`config.mk`:
```
export PLATFORM = sky130hd
export DESIGN_NAME = gregorian_date_add_days_top
export DESIGN_NICKNAME = d
export VERILOG_FILES = /design/src/design/gda_pkg.sv /design/src/design/gda_month_len.sv /design/src/design/gda_sub_unit.sv /design/src/design/gregorian_date_add_days_top.sv
export SDC_FILE = /design/constraint.sdc
export NUM_CORES = 1
export LEC_CHECK = 0
export BUFFER_PORTS_ARGS = -buffer_cell sky130_fd_sc_hd__buf_2
export CELL_PAD_IN_SITES_DETAIL_PLACEMENT = 1
export CELL_PAD_IN_SITES_GLOBAL_PLACEMENT = 1
export CORE_UTILIZATION = 30
export DETAILED_ROUTE_END_ITERATION = 8
export GPL_TIMING_DRIVEN = 1
export HOLD_SLACK_MARGIN = 0.08
export PLACE_DENSITY_LB_ADDON = 0.15
export SKIP_CTS_REPAIR_TIMING = 1
export SYNTH_ARGS = -nofsm -noshare
export SYNTH_HDL_FRONTEND = slang
export SYNTH_SLANG_ARGS = --single-unit
```
`constraint.sdc`:
```
create_clock -name clk_i -period 6.5 [get_ports clk_i]
set_clock_uncertainty 0.15 [all_clocks]
set_input_delay 0.325 -clock clk_i [delete_from_list [all_inputs] [get_ports clk_i]]
set_output_delay 0.325 -clock clk_i [all_outputs]
set_load 0.05 [all_outputs]
```
`src/design/gda_pkg.sv`:
```
package gda_pkg;

  typedef enum logic [2:0] {
    ST_IDLE,
    ST_MOD,
    ST_CHK,
    ST_WALK,
    ST_DONE
  } state_e;

  localparam logic [1:0] STATUS_OK       = 2'd0;
  localparam logic [1:0] STATUS_INVALID  = 2'd1;
  localparam logic [1:0] STATUS_OVERFLOW = 2'd2;

  localparam logic [3:0]  MONTH_JAN = 4'd1;
  localparam logic [3:0]  MONTH_FEB = 4'd2;
  localparam logic [3:0]  MONTH_DEC = 4'd12;
  localparam logic [13:0] YEAR_MAX  = 14'd16383;
  localparam logic [15:0] CYCLE_LEN = 16'd400;
  localparam logic [8:0]  CYCLE_END = 9'd399;

endpackage

```
`src/design/gda_month_len.sv`:
```
module gda_month_len (
  input  logic [3:0] month_i,
  input  logic [8:0] rem400_i,
  output logic [4:0] len_o
);

  logic leap;

  // year mod 400: leap when a multiple of 4 but not 100, 200 or 300
  assign leap = (rem400_i[1:0] == 2'd0) && (rem400_i != 9'd100) &&
                (rem400_i != 9'd200) && (rem400_i != 9'd300);

  always_comb begin
    unique case (month_i)
      4'd1, 4'd3, 4'd5, 4'd7, 4'd8, 4'd10, 4'd12: len_o = 5'd31;
      4'd4, 4'd6, 4'd9, 4'd11:                     len_o = 5'd30;
      gda_pkg::MONTH_FEB:                          len_o = leap ? 5'd29 : 5'd28;
      default:                                     len_o = 5'd0;
    endcase
  end

endmodule

```
`src/design/gda_sub_unit.sv`:
```
module gda_sub_unit (
  input  logic [15:0] a_i,
  input  logic [15:0] b_i,
  output logic [15:0] diff_o,
  output logic        ge_o
);

  logic [16:0] full;

  assign full   = {1'b0, a_i} - {1'b0, b_i};
  assign diff_o = full[15:0];
  assign ge_o   = ~full[16];

endmodule

```
`src/design/gregorian_date_add_days_top.sv`:
```
// Adds days_to_add_i days to a Gregorian date. A word is taken when start_i
// is high and busy_o is low; busy_o stays high until the result has been
// shown. The result appears on the result ports for exactly one cycle with
// done_o high and must be captured then, as it cannot be held off. One shared
// subtractor serves both phases: first it reduces the year mod 400 by
// subtracting 400 repeatedly, then the start date is checked, then the walk
// advances one month per cycle until the days are used up or the year
// overflows; then done_o is strobed.
// status_o: 0 ok, 1 invalid start date (result fields all 0), 2 year overflow
// (saturated at 31 Dec 16383).
module gregorian_date_add_days_top (
  input  logic        clk_i,
  input  logic        rst_ni,
  input  logic        start_i,
  output logic        busy_o,
  input  logic [3:0]  start_month_i,
  input  logic [4:0]  start_day_i,
  input  logic [13:0] start_year_i,
  input  logic [15:0] days_to_add_i,
  output logic        done_o,
  output logic [3:0]  result_month_o,
  output logic [4:0]  result_day_o,
  output logic [13:0] result_year_o,
  output logic [1:0]  status_o
);

  gda_pkg::state_e state_q, state_d;
  logic [3:0]  m_q, m_d;
  logic [4:0]  d_q, d_d;
  logic [13:0] y_q, y_d;
  logic [13:0] rem_q, rem_d;
  logic [15:0] left_q, left_d;
  logic [1:0]  status_q, status_d;

  logic [4:0]  len;
  logic [5:0]  step;
  logic [15:0] op_a, op_b, diff;
  logic        ge;
  logic [8:0]  rem_inc;

  gda_month_len u_len (
    .month_i  (m_q),
    .rem400_i (rem_q[8:0]),
    .len_o    (len)
  );

  gda_sub_unit u_sub (
    .a_i    (op_a),
    .b_i    (op_b),
    .diff_o (diff),
    .ge_o   (ge)
  );

  assign step    = {1'b0, len} - {1'b0, d_q} + 6'd1;
  assign rem_inc = (rem_q[8:0] == gda_pkg::CYCLE_END) ? 9'd0 : rem_q[8:0] + 9'd1;

  always_comb begin
    if (state_q == gda_pkg::ST_MOD) begin
      op_a = {2'b00, rem_q};
      op_b = gda_pkg::CYCLE_LEN;
    end else begin
      op_a = left_q;
      op_b = {10'd0, step};
    end
  end

  always_ff @(posedge clk_i or negedge rst_ni) begin
    if (!rst_ni) begin
      state_q <= gda_pkg::ST_IDLE;
    end else begin
      state_q <= state_d;
    end
  end

  always_ff @(posedge clk_i) begin
    m_q      <= m_d;
    d_q      <= d_d;
    y_q      <= y_d;
    rem_q    <= rem_d;
    left_q   <= left_d;
    status_q <= status_d;
  end

  always_comb begin
    state_d  = state_q;
    m_d      = m_q;
    d_d      = d_q;
    y_d      = y_q;
    rem_d    = rem_q;
    left_d   = left_q;
    status_d = status_q;
    unique case (state_q)
      gda_pkg::ST_IDLE: begin
        if (start_i) begin
          m_d      = start_month_i;
          d_d      = start_day_i;
          y_d      = start_year_i;
          rem_d    = start_year_i;
          left_d   = days_to_add_i;
          status_d = gda_pkg::STATUS_OK;
          state_d  = gda_pkg::ST_MOD;
        end
      end
      gda_pkg::ST_MOD: begin
        if (ge) begin
          rem_d = diff[13:0];
        end else begin
          state_d = gda_pkg::ST_CHK;
        end
      end
      gda_pkg::ST_CHK: begin
        if (m_q == 4'd0 || m_q > gda_pkg::MONTH_DEC || d_q == 5'd0 || d_q > len) begin
          m_d      = 4'd0;
          d_d      = 5'd0;
          y_d      = 14'd0;
          status_d = gda_pkg::STATUS_INVALID;
          state_d  = gda_pkg::ST_DONE;
        end else begin
          state_d = gda_pkg::ST_WALK;
        end
      end
      gda_pkg::ST_WALK: begin
        if (left_q == 16'd0) begin
          state_d = gda_pkg::ST_DONE;
        end else if (ge) begin
          left_d = diff;
          d_d    = 5'd1;
          if (m_q == gda_pkg::MONTH_DEC) begin
            if (y_q == gda_pkg::YEAR_MAX) begin
              d_d      = 5'd31;
              status_d = gda_pkg::STATUS_OVERFLOW;
              state_d  = gda_pkg::ST_DONE;
            end else begin
              m_d   = gda_pkg::MONTH_JAN;
              y_d   = y_q + 14'd1;
              rem_d = {5'd0, rem_inc};
            end
          end else begin
            m_d = m_q + 4'd1;
          end
        end else begin
          d_d     = d_q + left_q[4:0];
          left_d  = 16'd0;
          state_d = gda_pkg::ST_DONE;
        end
      end
      gda_pkg::ST_DONE: begin
        state_d = gda_pkg::ST_IDLE;
      end
      default: begin
        state_d = gda_pkg::ST_IDLE;
      end
    endcase
  end

  assign busy_o         = (state_q != gda_pkg::ST_IDLE);
  assign done_o         = (state_q == gda_pkg::ST_DONE);
  assign result_month_o = m_q;
  assign result_day_o   = d_q;
  assign result_year_o  = y_q;
  assign status_o       = status_q;

`ifndef NO_ASSERTIONS
  a_done_busy: assert property (@(posedge clk_i) disable iff (!rst_ni)
    done_o |-> busy_o) else $error("done without busy");

  a_start_busy: assert property (@(posedge clk_i) disable iff (!rst_ni)
    (start_i && !busy_o) |=> (busy_o && !done_o)) else $error("start not taken");

  a_rem_range: assert property (@(posedge clk_i) disable iff (!rst_ni)
    (state_q == gda_pkg::ST_WALK) |-> (rem_q < 14'd400)) else $error("year mod 400 out of range");

  a_walk_day: assert property (@(posedge clk_i) disable iff (!rst_ni)
    (state_q == gda_pkg::ST_WALK) |-> (d_q >= 5'd1 && d_q <= len)) else $error("day past month end");

  a_ok_month: assert property (@(posedge clk_i) disable iff (!rst_ni)
    (done_o && status_o != gda_pkg::STATUS_INVALID) |->
      (result_month_o >= 4'd1 && result_month_o <= 4'd12 && result_day_o != 5'd0))
    else $error("bad result date");
`endif

endmodule
```
==> results.json, run 1 <==
{
  "run_status": "complete, no violations",
  "antenna_violations_before_repair": 0,
  "clock_tree.htree_level_count": 3,
  "post_route_cells_drive_above_1_share_pct": 19.8,
  "route.vias.total": 3852,
  "cp.arrival_ns": 5.25,
  "tns_ns": 0,
  "worst_hold_path.num_cells": 3,
  "ys.flop_type": "edfxtp_1",
  "remaining_drc_errors": 0,
  "fmaxAchievable_mhz": 186,
  "number_of_cts_inserted_buffers": 9,
  "yosysSeqAreaShare_pct": 37.5,
  "synth_area_leader_cell": "edfxtp_1",
  "syn-mean-instance-area_um2": 9.36,
  "synth_warnings": 0,
  "layout.nets": 628,
  "core_box_area_mm2": 0.0148,
  "fp.dieArea_mm2": 0.0158,
  "ys_ff_latch": 58,
  "post_synth_inst_count": 492,
  "ioPinCount": 69,
  "timing_worst_slew_pin_value_ns": 0.779,
  "finish.cell_count_without_fillers": 740,
  "hpwl_mm": 10.8,
  "synthArstFlopShare_pct": 5.17,
  "hold_class": "input port to flip-flop",
  "final.period_utilization_pct": 82.7,
  "chipHeight_um": 126,
  "rsz0062_at_grt": "no",
  "timing.final.setup_violations": 0,
  "share_of_yosys_cell_area_claimed_by_the_top_area_cell_type_pct": 35.9,
  "criticalPathCategory": "flip-flop to flip-flop",
  "synth_edf_count": 55,
  "antenna_left": 0,
  "number_of_global_route_vias_before_repair": 3932,
  "cap_violations": 0,
  "synth.most_common_cell": "nand2_1",
  "signed_area_change_from_the_synthesized_netlist_to_the_final_layout_pct": 17.3,
  "crit_path_start": "result_month_o[0]",
  "placement.io_buffers": 68,
  "gr-usage-all-layers_pct": 18.4,
  "clockBufferDepth": 2,
  "wl_mm": 14.1,
  "final_hold_viol_count": 0,
  "drt_pre_antenna_iters": 5,
  "grt_first_pass_wirelength_mm": 22.4,
  "setup.worst_path.end_class": "flip-flop",
  "grt_max_degree": 39,
  "number_of_slew_limit_violations_in_the_final_report": 0,
  "worst-endpoint-required_ns": 6.38,
  "synth_area_mm2": 0.00460,
  "clk-insertion-delay-late_ns": 0.34,
  "num_antenna_cells": 0,
  "clkSlewWorstSetupHoldPaths_ns": 0.05,
  "worst_r2r_path_depth": 23,
  "clk_tree_root_cell": "clkbuf_16",
  "crit-reg2reg-launch": "result_month_o[0]",
  "die_w_um": 126,
  "route.detailed.wl_per_inst_um": 19.1,
  "clock_sinks": 58,
  "min_period_ns": 5.38,
  "vias_per_cell": 5.21,
  "drt_iter0_drcs": 254,
  "grt-ovfl-total": 0,
  "cts_tree": "yes",
  "hold_start": "days_to_add_i[0]",
  "netlist_top_cells_area": "edfxtp_1, ha_1, nand2_1",
  "start_util_pct": 31.2,
  "syn-num-nets": 567,
  "post_synthesis_cell_type_count": 66,
  "std_cell_rows": 44,
  "timing.slew.headroom_pct": 47.8,
  "post_synth_most_frequent_cells": "nand2_1, edfxtp_1, o21ai_0, ha_1, xnor2_1",
  "worstPathMaxFanout": 14,
  "placed_cells_incl_taps": 725,
  "place_congestion": 0.797,
  "critPathLaunchType": "flip-flop"
}
-- path summary, 6_finish.rpt --
path	slack (ns)	to
max	1.12	rem_q[9]
min	0.11	left_q[0]
max reg2reg	1.12	rem_q[9]
min reg2reg	0.52	rem_q[1]
max in group asynchronous	5.92	state_q[2]
min in group asynchronous	0.17	state_q[1]
-- metrics by stage --
step                      util [%]  hold slack, ns  cell area [µm²]  worst slack, ns
after floorplan                  -          -0.121             4600             1.09
after global placement        34.5         -0.0216             5090             1.35
after detailed placement      34.5         -0.0220             5090             1.14
after CTS                     36.6          -0.379             5390             1.10
after global routing          36.6           0.117             5400            0.814
final                         36.6           0.113             5400             1.12
-- critical path, stage by stage (launching register included) --
cell	delay, ns
edfxtp_1	0.45
ha_1	0.27
nor2_1	0.14
a22oi_1	0.08
nor2_1	0.11
a21oi_1	0.07
a21oi_1	0.28
inv_1	0.17
ha_1	0.36
inv_1	0.08
fa_1	0.46
inv_1	0.07
a21o_1	0.10
a21oi_1	0.07
xor2_1	0.13
nand2_1	0.09
ha_1	0.42
o211ai_1	0.11
a21oi_1	0.29
o31ai_4	0.20
o21ai_4	0.32
o21ai_1	0.14
a221oi_2	0.24
buf_4	0.27
-- layer usage --
layer / part of all wire (%) / track usage, % / wire length, µm
met1: 49 / 25.7 / 6880
met2: 46 / 28.7 / 6510
met4: 0.78 / 4.18 / 110
met3: 4.3 / 4.38 / 606
met5: 0 / 0 / 0
-- registers in the layout, summed over array words and instances, names as in the netlist --
register / cells
left_q: 16
rem_q: 14
result_day_o: 5
result_month_o: 4
result_year_o: 14
state_q: 3
status_o: 2
-- placed cells by master (no fill, tap or decap), types with 3 or more instances in the layout --
master	count
nand2_1	82
buf_2	68
edfxtp_1	55
o21ai_0	34
ha_1	29
xnor2_1	28
inv_1	27
nor2_1	24
a21oi_1	22
xor2_1	21
nand3_1	14
o21ai_2	10
clkbuf_16	9
nand2b_1	7
nor3_1	7
a21o_1	6
a22o_1	6
o31ai_1	6
buf_4	6
nor4_1	5
nor2b_1	4
and3_1	4
a22oi_1	4
o21ai_1	4
fa_1	4
nor3b_1	3
nand4_1	3
and4_1	3
a2bb2oi_1	3
o221ai_1	3
o21a_1	3
dfrtp_1	3
-- kinds of logic after synthesis --
family,share of synthesized area [%]
AOI/OAI and AO/OA,19.5
xor gates and xnor gates,9.32
adders and majority gates,9.62
buffers and inverters,4.92
DFF,37.5
muxes,0.435
and+or+nand+nor,18.7
-- cell type report --
| class | count | area [µm²] |
|---|---|---|
| Tap cell | 184 | 230 |
| Clock inverter | 4 | 68.8 |
| Fill cell | 1722 | 9350 |
| Clock buffer | 10 | 229 |
| Timing Repair Buffer | 75 | 395 |
| Inverter | 27 | 101 |
| Multi-Input combinational cell | 382 | 2650 |
| Sequential cell | 58 | 1730 |
Power of run 1 is left out: the tool's default activity adds up to more than one toggle a clock period on the data nets, which glitch-free logic cannot reach.
==> inputs of run 2 (changes only) <==
Clock period 6.5 ns to 5.28 ns, I/O delays scaled along.
==> run 2 against run 1 <==
Sequential cell count unchanged; sequential share of layout area fell by 1.9 points; cell count grew 4.6%; worst hold slack worse by 0.047 ns; final area increased by 6.5%; largest cell class unchanged; via count is 3.5% higher; wire length grew 4.1%; die area stayed put; register-to-register slack lost 0.79 ns; first-iteration DRC count shrank 20%; highest routed layer unchanged; non-clock buffer count up 32.
==> results.json, run 2 (synthesis results as in run 1) <==
{
  "std_cell_rows": 44,
  "mostFrequentLayoutCell": "nand2_1",
  "number_of_global_route_vias_before_repair": 4113,
  "critPathLaunchType": "flip-flop",
  "crit_slowest_cell": "edfxtp_1",
  "ioPinCount": 69,
  "antenna_violations_before_repair": 0,
  "worst_setup_path_endpoint": "rem_q[1]",
  "dpl-instance-area_mm2": 0.00519,
  "chipHeight_um": 126,
  "largest_register_ff_count": 16,
  "cts_tree": "yes",
  "gr-usage-all-layers_pct": 19.1,
  "run_status": "complete, no violations",
  "final_hold_viol_count": 0,
  "timing.slew.headroom_pct": 40.1,
  "drt_iter0_drcs": 202,
  "remaining_drc_errors": 0,
  "hpwl_mm": 11.0,
  "worst_r2r_path_depth": 25,
  "min_period_ns": 4.95,
  "critical_path.most_common_cell": "inv_1",
  "hold_class": "input port to flip-flop",
  "worstPathMaxFanout": 14,
  "clock_sinks": 58,
  "tns_ns": 0,
  "route.detailed.wl_per_inst_um": 19.0,
  "grt_first_pass_wirelength_mm": 23.1,
  "wl_mm": 14.7,
  "crit_path_start": "result_month_o[0]",
  "clkSlewWorstSetupHoldPaths_ns": 0.05,
  "criticalPathCategory": "flip-flop to flip-flop",
  "number_of_cts_inserted_buffers": 9,
  "placement.io_buffers": 68,
  "vias_per_cell": 5.15,
  "clk-insertion-delay-late_ns": 0.34,
  "clock_tree.htree_level_count": 3,
  "post_route_cells_drive_above_1_share_pct": 22.5,
  "timing.final.setup_violations": 0,
  "drt_pre_antenna_iters": 4,
  "clk_tree_root_cell": "clkbuf_16",
  "setup.worst_path.end_class": "flip-flop",
  "clockBufferDepth": 2,
  "num_antenna_cells": 0,
  "grt-ovfl-total": 0,
  "most_frequent_cells_in_the_layout": "nand2_1, buf_2, edfxtp_1, o21ai_0",
  "registers.top_by_ff_count": "left_q",
  "cp_slowest_stage_delay_ns": 0.45,
  "signed_area_change_from_the_synthesized_netlist_to_the_final_layout_pct": 24.9,
  "die_w_um": 126,
  "core_box_area_mm2": 0.0148,
  "layout.nets": 660,
  "number_of_slew_limit_violations_in_the_final_report": 0,
  "worst-endpoint-required_ns": 5.18,
  "fp.dieArea_mm2": 0.0158,
  "final.period_utilization_pct": 93.7,
  "route.vias.total": 3986,
  "cp.arrival_ns": 4.85,
  "grt_max_degree": 39,
  "worst_r2r_endpoint": "rem_q[1]",
  "antenna_left": 0,
  "final_cell_area_mm2": 0.00575,
  "reg2reg_setup_slack_ns": 0.33,
  "fmaxAchievable_mhz": 202,
  "start_util_pct": 31.2,
  "cap_violations": 0,
  "crit-reg2reg-launch": "result_month_o[0]",
  "place_congestion": 0.811,
  "timing_worst_slew_pin_value_ns": 0.894
}
[run 2: cell count changes in the layout (fill, tap and decap cells not counted), moves of 2 or more]
| cell | before | now |
|---|---|---|
| clkinv_2 | 1 | 3 |
| a21oi_1 | 22 | 19 |
| dlygate4sd3_1 | 1 | 19 |
| buf_12 | 0 | 2 |
| a21oi_2 | 1 | 4 |
| buf_4 | 6 | 18 |
[run 2: critical path, delay by kind of cell, from the launching register on]
kind                       cells  cell delay (ns)
AOI/OAI and AO/OA             10             1.61
xor gates and xnor gates       1             0.13
adders and majority gates      5             1.44
buffers and inverters          7             0.68
DFF                            1             0.45
and+or+nand+nor                2             0.20
[run 2: worst min path at each step]
stage	start	endpoint	slack (ns)	depth (start not counted)
final	days_to_add_i[15]	left_q[15]	0.07	3
after global routing	days_to_add_i[15]	left_q[15]	0.08	3
after CTS	rst_ni	state_q[0]	-0.44	1
after detailed placement	rst_ni	state_q[1]	-0.08	1
after global placement	rst_ni	state_q[2]	-0.08	1
after floorplan	rst_ni	state_q[0]	-0.18	0
[run 2: per-stage QoR]
step           setup slack, ns  util, %  instances  hold WS, ns
2_1_floorplan           0.0328        -        492       -0.182
5_1_grt                -0.0353     39.0        774       0.0826
4_1_cts                -0.0478     37.1        749       -0.445
3_3_place_gp             0.159     35.2        733      -0.0819
6_report                 0.333     39.0        774       0.0660
3_5_place_dp           -0.0149     35.2        733      -0.0817
[run 2: layer usage]
metal	vias to the layer above	wire, µm	global-route usage [%]
met5	-	0	0
met1	1969	7440	26.4
met2	55	6710	30.4
met3	10	377	4.08
met4	0	158	4.75
li1	1952	-	-
[run 2: cell type report]
class / instances / area, µm²
Clock buffer: 10 / 229
Clock inverter: 6 / 57.6
Fill cell: 1739 / 9000
Inverter: 27 / 101
Multi-Input combinational cell: 382 / 2700
Sequential cell: 58 / 1730
Tap cell: 184 / 230
Timing Repair Buffer: 107 / 706
Power of run 2 is left out for the same reason.
==> inputs of run 3 (changes only) <==
Settings changed: CTS_BUF_LIST from default to sky130_fd_sc_hd__clkbuf_16.
==> run 3 against run 2 <==
Register-to-register slack about the same; maximum frequency about the same; count of clock-buffer cells in the layout decreased by 1; setup slack better by 0.00082 ns.
==> results.json, run 3 (synthesis results as in run 1) <==
{
  "number_of_global_route_vias_before_repair": 4113,
  "grt_max_degree": 39,
  "finish.cell_count_without_fillers": 774,
  "clk_tree_root_cell": "clkbuf_16",
  "number_of_cts_inserted_buffers": 9,
  "final.period_utilization_pct": 93.7,
  "timing.final.setup_violations": 0,
  "cts_tree": "yes",
  "post_route_cells_drive_above_1_share_pct": 22.5,
  "whs_ns": 0.0657,
  "layout.nets": 660,
  "antenna_left": 0,
  "drt_iter0_drcs": 203,
  "chipHeight_um": 126,
  "start_util_pct": 31.2,
  "grt-ovfl-total": 0,
  "setup.worst_path.end_class": "flip-flop",
  "mostFrequentLayoutCell": "nand2_1",
  "drt_pre_antenna_iters": 4,
  "ioPinCount": 69,
  "clock_tree.htree_level_count": 3,
  "final_cell_area_mm2": 0.00575,
  "hold_class": "input port to flip-flop",
  "worstPathMaxFanout": 14,
  "cap_violations": 0,
  "clk-insertion-delay-late_ns": 0.34,
  "route.vias.total": 3986,
  "timing.slew.headroom_pct": 39.8,
  "remaining_drc_errors": 0,
  "placement.io_buffers": 68,
  "clkSlewWorstSetupHoldPaths_ns": 0.06,
  "timing_worst_slew_pin_value_ns": 0.899,
  "cp.arrival_ns": 4.85,
  "hpwl_mm": 11.0,
  "grt_first_pass_wirelength_mm": 23.1,
  "clockBufferDepth": 2,
  "wl_mm": 14.7,
  "min_period_ns": 4.95,
  "dpl-instance-area_mm2": 0.00519,
  "run_status": "complete, no violations",
  "clock_sinks": 58,
  "final_hold_viol_count": 0,
  "criticalPathCategory": "flip-flop to flip-flop",
  "fp.dieArea_mm2": 0.0158,
  "gr-usage-all-layers_pct": 19.1,
  "largest_register_ff_count": 16,
  "registers.top_by_ff_count": "left_q",
  "std_cell_rows": 44,
  "route.detailed.wl_per_inst_um": 19.0,
  "vias_per_cell": 5.15,
  "critPathLaunchType": "flip-flop",
  "most_frequent_cells_in_the_layout": "nand2_1, buf_2, edfxtp_1, o21ai_0",
  "place_congestion": 0.811,
  "fmaxAchievable_mhz": 202,
  "postLayoutCoreUtil_pct": 39.0,
  "number_of_slew_limit_violations_in_the_final_report": 0,
  "signed_area_change_from_the_synthesized_netlist_to_the_final_layout_pct": 24.9,
  "num_antenna_cells": 0,
  "core_box_area_mm2": 0.0148,
  "antenna_violations_before_repair": 0,
  "worst-endpoint-required_ns": 5.18,
  "die_w_um": 126,
  "placed_cells_incl_taps": 733
}
[run 3: cell count changes in the layout (fill, tap and decap cells not counted)]
cell	previous run	this run
clkbuf_1	1	0
inv_1	27	28
[run 3: area by class of cell]
class | instances | area [µm²]
Sequential cell | 58 | 1730
Clock buffer | 9 | 225
Timing Repair Buffer | 107 | 706
Fill cell | 1739 | 9000
Inverter | 27 | 101
Clock inverter | 7 | 61.3
Multi-Input combinational cell | 382 | 2700
Tap cell | 184 | 230
[run 3: layer usage]
metal | vias up | global-route usage [%] | routed length [µm]
met3 | 10 | 4.08 | 392
met1 | 1968 | 26.4 | 7430
met2 | 56 | 30.4 | 6720
li1 | 1952 | - | -
met5 | - | 0 | 0
met4 | 0 | 4.75 | 158
[run 3: final timing paths]
path	from	to	slack (ns)	depth (start not counted)
max	result_month_o[0]	rem_q[1]	0.33	25
min	days_to_add_i[15]	left_q[15]	0.07	3
max reg2reg	result_month_o[0]	rem_q[1]	0.33	25
min reg2reg	rem_q[0]	rem_q[0]	0.52	2
max in group asynchronous	rst_ni	state_q[2]	4.75	2
min in group asynchronous	rst_ni	state_q[0]	0.12	2
[run 3: through the flow]
stage / setup slack, ns / setup TNS, ns
6_report: 0.334 / 0
5_1_grt: -0.0353 / -0.433
4_1_cts: -0.0478 / -0.616
3_5_place_dp: -0.0149 / -0.198
3_3_place_gp: 0.159 / 0
2_1_floorplan: 0.0328 / 0
[run 3: critical path: stages (launching register included)]
cell and delay, ns:
edfxtp_1 0.45, inv_1 0.15, ha_1 0.25, inv_1 0.07
a22oi_1 0.14, nor2_1 0.08, a21oi_2 0.15, inv_1 0.08
ha_1 0.28, inv_1 0.06, ha_1 0.16, inv_1 0.06
fa_1 0.39, inv_1 0.07, a21o_1 0.10, a21oi_1 0.07
xor2_1 0.13, nand2_1 0.12, ha_4 0.36, o211ai_1 0.12
a21oi_2 0.20, o31ai_4 0.14, o21ai_4 0.29, o21ai_2 0.12
a221oi_4 0.28, buf_12 0.19
Power of run 3 is left out for the same reason.
